`config.mk`:
```
export PLATFORM = sky130hd
export DESIGN_NAME = pgs_packet_deframer
export DESIGN_NICKNAME = d
export VERILOG_FILES = /design/src/sv/pgsd_pkg.sv /design/src/sv/pgs_packet_deframer.sv /design/src/sv/pgsd_parser.sv /design/src/sv/pgsd_rsp_reg.sv
export VERILOG_INCLUDE_DIRS = /design/src /design/src/sv
export SDC_FILE = /design/constraint.sdc
export NUM_CORES = 1
export LEC_CHECK = 0
export ABC_AREA = 1
export ABC_CLOCK_PERIOD_IN_PS = 11400
export BUFFER_PORTS_ARGS = -buffer_cell sky130_fd_sc_hd__buf_4
export CAP_MARGIN = 20
export CORE_MARGIN = 8
export CORE_UTILIZATION = 50
export CTS_CLUSTER_DIAMETER = 150
export CTS_CLUSTER_SIZE = 8
export DETAILED_ROUTE_END_ITERATION = 16
export PLACE_DENSITY = 0.71
export SLEW_MARGIN = 40
export SYNTH_ARGS = -nofsm -noshare
export SYNTH_HDL_FRONTEND = slang
export SYNTH_HIERARCHICAL = 1
export SYNTH_SLANG_ARGS = --single-unit
```
`constraint.sdc`:
```
create_clock -name clock -period 11.4 [get_ports clock]
set_input_delay 1.71 -clock clock [delete_from_list [all_inputs] [get_ports clock]]
set_output_delay 1.71 -clock clock [all_outputs]
set_load 0.02 [all_outputs]
```
`src/sv/pgs_packet_deframer_defines.svh`:
```
// ----------------------------------------------------------------------------
// PGS packet deframer assertion macros
// Shared assertion forms for the deframer's checks.
// ----------------------------------------------------------------------------
`ifndef PGS_PACKET_DEFRAMER_DEFINES_SVH
`define PGS_PACKET_DEFRAMER_DEFINES_SVH

// The consequent holds in the same cycle as the antecedent.
`define PGSD_ASSERT_SAME(label, clk, rst, ante, cons) \
   label: assert property (@(posedge clk) disable iff (rst) (ante) |-> (cons)) \
      else $error("pgs_packet_deframer: assertion failed");

// The consequent holds in the cycle after the antecedent.
`define PGSD_ASSERT_NEXT(label, clk, rst, ante, cons) \
   label: assert property (@(posedge clk) disable iff (rst) (ante) |=> (cons)) \
      else $error("pgs_packet_deframer: assertion failed");

`endif

```
`src/sv/pgsd_pkg.sv`:
```
// ----------------------------------------------------------------------------
// PGS deframer package
// Result codes, the result word and the parser status shared by the modules.
// ----------------------------------------------------------------------------
package pgsd_pkg;

   typedef enum logic [2:0] {
      KIND_HEADER  = 3'd0,
      KIND_PAYLOAD = 3'd1,
      KIND_BADMARK = 3'd2,
      KIND_TRUNC   = 3'd3,
      KIND_END     = 3'd4
   } kind_type;

   localparam logic [15:0] MARKER_RESET = 16'h5047;
   localparam logic [3:0]  HDR_LAST     = 4'd12;
   localparam int          SHIFT_W      = 80;

   typedef struct packed {
      kind_type    result_kind;
      logic [31:0] pres_time;
      logic [31:0] decode_time;
      logic [7:0]  seg_kind;
      logic [15:0] seg_length;
      logic [7:0]  payload_byte;
      logic        last_of_packet;
   } rsp_type;

   typedef struct packed {
      logic       in_payload;
      logic [3:0] hdr_count;
   } stat_type;

endpackage

```
`src/sv/pgs_packet_deframer.sv`:
```
// ----------------------------------------------------------------------------
// PGS packet deframer
// Splits a subtitle byte stream into header, payload, error and end results.
//
//   channel  direction  ports
//   req      in         req_valid, req_ready, req_data_byte, req_stream_end
//   rsp      out        rsp_valid, rsp_ready, rsp_result_kind .. rsp_last_of_packet
//   csr      in         csr_valid, csr_ready, csr_marker_word
//
// One word per cycle is accepted while the receiver does not stall the output register.
// The result appears in the output register the cycle after acceptance.
// A stalled result blocks new words only while the output register is full.
// Reset clears the framing state and sets the marker to "PG".
// ----------------------------------------------------------------------------
`include "pgs_packet_deframer_defines.svh"

module pgs_packet_deframer (
   input  logic        clock,
   input  logic        reset,
   input  logic        req_valid,
   output logic        req_ready,
   input  logic [7:0]  req_data_byte,
   input  logic        req_stream_end,
   output logic        rsp_valid,
   input  logic        rsp_ready,
   output logic [2:0]  rsp_result_kind,
   output logic [31:0] rsp_pres_time,
   output logic [31:0] rsp_decode_time,
   output logic [7:0]  rsp_seg_kind,
   output logic [15:0] rsp_seg_length,
   output logic [7:0]  rsp_payload_byte,
   output logic        rsp_last_of_packet,
   input  logic        csr_valid,
   output logic        csr_ready,
   input  logic [15:0] csr_marker_word
);
   import pgsd_pkg::*;

   logic [15:0] marker_ff;
   logic        accept;
   logic        res_valid;
   rsp_type     res_data;
   rsp_type     out_data;
   stat_type    status;
   logic        take_ok;
   logic        end_taken;
   logic        payload_taken;
   logic        rsp_is_stop;
   logic        rsp_is_payload;

   assign csr_ready = 1'b1;

   always_ff @(posedge clock) begin
      if (reset) begin
         marker_ff <= MARKER_RESET;
      end else if (csr_valid && csr_ready) begin
         marker_ff <= csr_marker_word;
      end
   end

   assign req_ready = take_ok;
   assign accept    = req_valid && req_ready;

   pgsd_parser u_parser (
      .clock        (clock),
      .reset        (reset),
      .accept       (accept),
      .data_byte    (req_data_byte),
      .stream_end   (req_stream_end),
      .marker_word  (marker_ff),
      .result_valid (res_valid),
      .result       (res_data),
      .status       (status)
   );

   pgsd_rsp_reg u_rsp_reg (
      .clock      (clock),
      .reset      (reset),
      .load       (accept),
      .load_valid (res_valid),
      .load_data  (res_data),
      .take_ok    (take_ok),
      .out_valid  (rsp_valid),
      .out_ready  (rsp_ready),
      .out_data   (out_data)
   );

   assign rsp_result_kind    = out_data.result_kind;
   assign rsp_pres_time      = out_data.pres_time;
   assign rsp_decode_time    = out_data.decode_time;
   assign rsp_seg_kind       = out_data.seg_kind;
   assign rsp_seg_length     = out_data.seg_length;
   assign rsp_payload_byte   = out_data.payload_byte;
   assign rsp_last_of_packet = out_data.last_of_packet;

   assign end_taken      = accept && req_stream_end;
   assign payload_taken  = accept && !req_stream_end && status.in_payload;
   assign rsp_is_stop    = rsp_result_kind inside {KIND_TRUNC, KIND_END};
   assign rsp_is_payload = (rsp_result_kind == KIND_PAYLOAD);

   `PGSD_ASSERT_SAME(a_payload_no_hdr, clock, reset, status.in_payload, status.hdr_count == 4'd0)
   `PGSD_ASSERT_NEXT(a_end_result, clock, reset, end_taken, rsp_valid && rsp_is_stop)
   `PGSD_ASSERT_NEXT(a_payload_result, clock, reset, payload_taken, rsp_valid && rsp_is_payload)

endmodule

```
`src/sv/pgsd_parser.sv`:
```
// ----------------------------------------------------------------------------
// PGS deframer parser
// Holds the framing state and forms the result, if any, of each accepted word.
// ----------------------------------------------------------------------------
module pgsd_parser (
   input  logic             clock,
   input  logic             reset,
   input  logic             accept,
   input  logic [7:0]       data_byte,
   input  logic             stream_end,
   input  logic [15:0]      marker_word,
   output logic             result_valid,
   output pgsd_pkg::rsp_type result,
   output pgsd_pkg::stat_type status
);
   import pgsd_pkg::*;

   typedef enum logic {
      PH_HEADER,
      PH_PAYLOAD
   } phase_type;

   phase_type            phase_ff, phase_in;
   logic [3:0]           count_ff, count_in;
   logic [SHIFT_W-1:0]   shift_ff, shift_in;
   logic [15:0]          left_ff, left_in;
   logic [SHIFT_W+7:0]   full_hdr;
   logic [15:0]          left_dec;

   assign full_hdr = {shift_ff, data_byte};
   assign left_dec = left_ff - 16'd1;

   always_comb begin
      phase_in     = phase_ff;
      count_in     = count_ff;
      shift_in     = shift_ff;
      left_in      = left_ff;
      result_valid = 1'b0;
      result       = '0;
      if (stream_end) begin
         result_valid = 1'b1;
         if (phase_ff == PH_PAYLOAD || count_ff != 4'd0) begin
            result.result_kind    = KIND_TRUNC;
            result.last_of_packet = 1'b1;
            phase_in              = PH_HEADER;
            count_in              = 4'd0;
         end else begin
            result.result_kind = KIND_END;
         end
      end else if (phase_ff == PH_PAYLOAD) begin
         result_valid        = 1'b1;
         result.result_kind  = KIND_PAYLOAD;
         result.payload_byte = data_byte;
         left_in             = left_dec;
         if (left_dec == 16'd0) begin
            result.last_of_packet = 1'b1;
            phase_in              = PH_HEADER;
            count_in              = 4'd0;
         end
      end else if (count_ff == 4'd0) begin
         shift_in = {{(SHIFT_W-8){1'b0}}, data_byte};
         count_in = 4'd1;
      end else if (count_ff == 4'd1) begin
         if ({shift_ff[7:0], data_byte} != marker_word) begin
            result_valid          = 1'b1;
            result.result_kind    = KIND_BADMARK;
            result.last_of_packet = 1'b1;
            count_in              = 4'd0;
         end else begin
            shift_in = '0;
            count_in = 4'd2;
         end
      end else begin
         shift_in = full_hdr[SHIFT_W-1:0];
         count_in = count_ff + 4'd1;
         if (count_ff >= HDR_LAST) begin
            result_valid          = 1'b1;
            result.result_kind    = KIND_HEADER;
            result.pres_time      = full_hdr[87:56];
            result.decode_time    = full_hdr[55:24];
            result.seg_kind       = full_hdr[23:16];
            result.seg_length     = full_hdr[15:0];
            result.last_of_packet = (full_hdr[15:0] == 16'd0);
            count_in              = 4'd0;
            left_in               = full_hdr[15:0];
            if (full_hdr[15:0] != 16'd0) begin
               phase_in = PH_PAYLOAD;
            end
         end
      end
   end

   always_ff @(posedge clock) begin
      if (reset) begin
         phase_ff <= PH_HEADER;
         count_ff <= 4'd0;
      end else if (accept) begin
         phase_ff <= phase_in;
         count_ff <= count_in;
      end
      if (accept) begin
         shift_ff <= shift_in;
         left_ff  <= left_in;
      end
   end

   assign status.in_payload = (phase_ff == PH_PAYLOAD);
   assign status.hdr_count  = count_ff;

endmodule

```
`src/sv/pgsd_rsp_reg.sv`:
```
// ----------------------------------------------------------------------------
// PGS deframer result register
// One output stage that takes a new result whenever it is empty or drained.
// ----------------------------------------------------------------------------
module pgsd_rsp_reg (
   input  logic              clock,
   input  logic              reset,
   input  logic              load,
   input  logic              load_valid,
   input  pgsd_pkg::rsp_type load_data,
   output logic              take_ok,
   output logic              out_valid,
   input  logic              out_ready,
   output pgsd_pkg::rsp_type out_data
);
   import pgsd_pkg::*;

   logic    valid_ff;
   rsp_type data_ff;

   assign take_ok = !valid_ff || out_ready;

   always_ff @(posedge clock) begin
      if (reset) begin
         valid_ff <= 1'b0;
      end else if (take_ok) begin
         valid_ff <= load && load_valid;
      end
      if (take_ok && load && load_valid) begin
         data_ff <= load_data;
      end
   end

   assign out_valid = valid_ff;
   assign out_data  = data_ff;

endmodule

```
Word-level counts from Yosys, hierarchy flattened:

Index checks and enable logic that the tools add are counted.

* bitwise gates (word level): 3
* reduce and logical (&&, ||, !) cells: 19
* add/sub/neg operators: 2
* equality and inequality tests: 7
* mux-type cells: 44
* order comparisons: 1

Operators by type and width (count)
* $mux 88: 2
* $mux 80: 2
* $mux 91: 1
* $mux 16: 4
* $logic_not 16->1: 2
* $mux 4: 7
* $mux 1: 21
* $ne 16x16->1: 1
* $reduce_bool 16->1: 1
* $sub 16x1->16 const B: 1
* $mux 3: 4
* $mux 8: 1
* $ne 2x1->1 const B: 3
* $reduce_and 5->1: 1
* $reduce_or 5->1: 1
* $add 4x1->4 const B: 1
* $eq 4x1->1 const B: 1
* $ge 4x4->1 const B: 1
* $logic_and 1x1->1: 4
* $logic_not 4->1: 1
* $mux 2: 2
* $reduce_and 4->1: 1
* $reduce_bool 4->1: 1
* $ne 3x2->1 const B: 1
* other kinds (8): 11

* register bits: 218
* output and inout port bits: 103

Depth between registers and ports, before layout:

* depth in word-level cells: 7
* depth in mapped cells: 16
* depth with buffers taken out: 16

By module:

The synthesis kept the hierarchy.

By module, submodules not included
* pgsd_parser: times used 1, cells each 704, seq. area each 2982.9 um2, area each 5575.3 um2
* pgsd_rsp_reg: times used 1, cells each 106, seq. area each 3022.9 um2, area each 3050.4 um2
* pgs_packet_deframer: times used 1, cells each 94, seq. area each 320.3 um2, area each 664.4 um2

Worst setup path after synthesis:

Ideal clock, no wire load.

* kind: input -> register
* start point: input req_data_byte[2]
* end point: register u_rsp_reg.data_ff (netlist bit u_rsp_reg/out_data[0]), enable pin
* data required time: 10.808 ns
* slack: 3.761 ns
* stages: 8
* library setup time: 0.592 ns
* data arrival time: 7.047 ns
* path buffers: 0
* cell sequence: xnor2_1 > nand4_1 > nor2_1 > nand2_1 > nand2_1 > nand2_1 > nand2_1 > a21oi_1

* word-level cells in the longest chain between the ends: 7

Ends and longest elaborated chain
* start: declaration: RTL line pgs_packet_deframer.sv:22 `input logic [7:0] req_data_byte,`
* $ne 16x16->1: RTL line pgsd_parser.sv:64 `if ({shift_ff[7:0], data_byte} != marker_word) begin`
* $mux 1: RTL line pgsd_parser.sv:64
* $mux 1: RTL line pgsd_parser.sv:63 `end else if (count_ff == 4'd1) begin`
* $mux 1: RTL line pgsd_parser.sv:60 `end else if (count_ff == 4'd0) begin`
* $mux 1: RTL line pgsd_parser.sv:50 `end else if (phase_ff == PH_PAYLOAD) begin`
* $mux 1: RTL line pgsd_parser.sv:40 `if (stream_end) begin`
* net res_valid: RTL line pgs_packet_deframer.sv:41 `logic res_valid;`
* $logic_and 1x1->1: RTL line pgsd_rsp_reg.sv:29 `if (take_ok && load && load_valid) begin`
* end signal: assignment: RTL line pgsd_rsp_reg.sv:30 `data_ff <= load_data;`
* end: declaration: RTL line pgsd_rsp_reg.sv:19 `rsp_type data_ff;`

The timed path passes the listed nets, and every way through them passes these cells.
A chain may end at the register's enable or synchronous reset.

Worst setup path in the final report:

* start point: input rsp_ready
* end point: output req_ready

* word-level cells in the longest chain between the ends: 1

Ends and longest elaborated chain
* start: declaration: RTL line pgs_packet_deframer.sv:25 `input logic rsp_ready,`
* $logic_or 1x1->1: RTL line pgsd_rsp_reg.sv:21 `assign take_ok = !valid_ff || out_ready;`
* end: declaration: RTL line pgs_packet_deframer.sv:21 `output logic req_ready,`

Every way passes these cells.

==> results.sh <==
export IMPL_status="complete, no violations"
export IMPL_initial_core_util_pct=50.3
export IMPL_syn_inst=903
export IMPL_setup_violations=0
export IMPL_critPathBufInv=3
export IMPL_n_fill_cell=1499
export IMPL_synthToLayoutAreaGrowth_pct=22.7
export IMPL_drv_cap=0
export IMPL_slowest_stage="buf_4"
export IMPL_slew_violations=0
export IMPL_hold_class="reg2reg"
export IMPL_fin_skew_ns=0.0126
export IMPL_multiInputGateArea_mm2=0.00207
export IMPL_grt_pass1_wl_um=29900
export IMPL_holdBufCountCts=0
export IMPL_vdd_drop_max_mv=0.151
export IMPL_regArea_mm2=0.00633
export IMPL_reg2reg_to="u_rsp_reg/out_data[70]$_DFFE_PP_"
export IMPL_antenna_cells=0
export IMPL_wl_per_cell_um=14.3
export IMPL_ys_warn_count=6
export IMPL_cp_slowest_stage_delay_ns=0.17
export IMPL_place_gp_congestion=0.892
export IMPL_hold_path_end="marker_ff[8]$_SDFFE_PP0P_"
export IMPL_cellLeakagePower_nw=5.35
export IMPL_io_pins=133
export IMPL_r2r_start="u_parser/shift_ff[3]$_DFFE_PP_"
export IMPL_vias_per_cell=4.66
export IMPL_wl_um=18600
export IMPL_clkTransAtPathRegs_ns=0.05
export IMPL_endpoint_kind="primary output"
export IMPL_cts_made_buffers=31
export IMPL_post_route_util_pct=61.7
export IMPL_cts_max_path_buffers=3
export IMPL_finalCritPeriodShare_pct=33.7
export IMPL_grt_max_degree=87
export IMPL_first_global_vias=6001
export IMPL_die_y_um=152
export IMPL_post_cts_buffers=0
export IMPL_cts_resized=0
export IMPL_clock_latency_ns=0.53
export IMPL_hold_depth=2
export IMPL_worstHoldStart="marker_ff[8]$_SDFFE_PP0P_"
export IMPL_power_total_mw=2.05
export IMPL_tightest_slew_ns=0.826
export IMPL_hold_violations=0
export IMPL_placedCellCount=1247
export IMPL_min_period_ns=3.84
export IMPL_clock_fmax_mhz=261
export IMPL_die_w_um=152
export IMPL_portBuffers=131
export IMPL_grt_setup_unrepaired="false"
export IMPL_drive_gt1_share_pct=19.1
export IMPL_fp_row_count=50
export IMPL_worstSetupStartpointType="input pin"
export IMPL_grt_overflow=0
export IMPL_grt_total_usage_pct=15.8
export IMPL_final_cell_mix="inv_1 (204), edfxtp_1 (196), nand2_1 (179)"
export IMPL_worstSetupPathType="in2out"
export IMPL_crit_chain="buf_4 -> inv_2 -> nand2_2 -> buf_4"
export IMPL_r2r_cells=11
export IMPL_stdcell_count=1303
export IMPL_final_common_cell="inv_1"
export IMPL_crit_top_cell="buf_4"
export IMPL_timing_hold_ws_ns=0.484
export IMPL_antenna_found_initial=0
export IMPL_dr_pass1_iters=5
export IMPL_drc=0
export IMPL_htree_num_levels=1
export IMPL_fin_nets=1081
export IMPL_cts_tree="yes"
export IMPL_antenna_left=0
export IMPL_required_ns=9.69
export IMPL_drt_initial_drc_count=461
export IMPL_power_density_mw_per_mm2=180
export IMPL_finalSetupTns_ns=0
export IMPL_synthesis_nets=938
export IMPL_crit_fanout=3
export IMPL_rrSetupSlack_ns=8.53
export IMPL_via_count=6072
export IMPL_dp_hpwl_um=12400
export IMPL_die_area_mm2=0.0232
export IMPL_worstPathArrival_ns=2.13
export IMPL_avgSynthCellArea_um2=10.3
export IMPL_synth_cell_area_mm2=0.00928
export IMPL_coreArea_mm2=0.0185
export IMPL_cts_sinks=218
export IMPL_clockRootBuffer="clkbuf_16"
export IMPL_crit_family="buffers and inverters"
export IMPL_slew_headroom_pct=44.9
==> worst max-delay path by stage <==
stage | from | endpoint | slack, ns | cells after the start
CTS | rsp_ready | req_ready | 7.56 | 4
global placement | req_data_byte[2] | u_rsp_reg/out_data[35]$_DFFE_PP_ | 7.13 | 10
global route | rsp_ready | req_ready | 7.55 | 4
detailed placement | req_data_byte[2] | u_rsp_reg/out_data[28]$_DFFE_PP_ | 7.32 | 10
finish | rsp_ready | req_ready | 7.56 | 4
floorplan | req_data_byte[2] | u_rsp_reg/out_data[0]$_DFFE_PP_ | 3.76 | 8
==> tightest hold or removal path: cells and delay by family, from the launching register on <==
kind / cells / cell delay (ns)
flops: 1 / 0.31
simple gates: 2 / 0.13
==> metal layers <==
layer	global-route usage, %	up-vias	routed length, um
li1	-	3080	-
met5	0	-	0
met2	26.3	168	8740
met3	3.94	31	1270
met4	4.90	0	423
met1	20.1	2793	8140
==> area by class of cell <==
type / instances / area share, %
Inverter: 210 / 6.92
Sequential cell: 218 / 55.6
Tap cell: 234 / 2.57
Multi-Input combinational cell: 449 / 18.2
Clock inverter: 2 / 0.154
Timing Repair Buffer: 136 / 9.06
Clock buffer: 54 / 7.57
==> through the flow <==
step / instance area, um^2 / worst slack (ns)
after global placement: 10500 / 7.13
after global routing: 11400 / 7.55
after detailed placement: 10500 / 7.32
final: 11400 / 7.56
after CTS: 11400 / 7.56
after floorplan: 9280 / 3.76
==> where the power goes <==
group	leakage (nW)	internal, mW	switching (mW)
sequential	2.06	0.955	0.0315
clock	0.418	0.504	0.308
combinational	2.88	0.0820	0.165
==> flip-flops by register name, indices dropped and copies added (netlist names) <==
| signal | flops |
|---|---|
| u_rsp_reg/out_data | 100 |
| u_parser/shift_ff | 80 |
| marker_ff | 16 |
| u_parser/left_ff | 16 |
| u_parser/count_ff | 4 |
| u_parser/phase_ff | 1 |
| u_rsp_reg/out_valid | 1 |
Note: power is estimated with default switching activity, not from simulation.
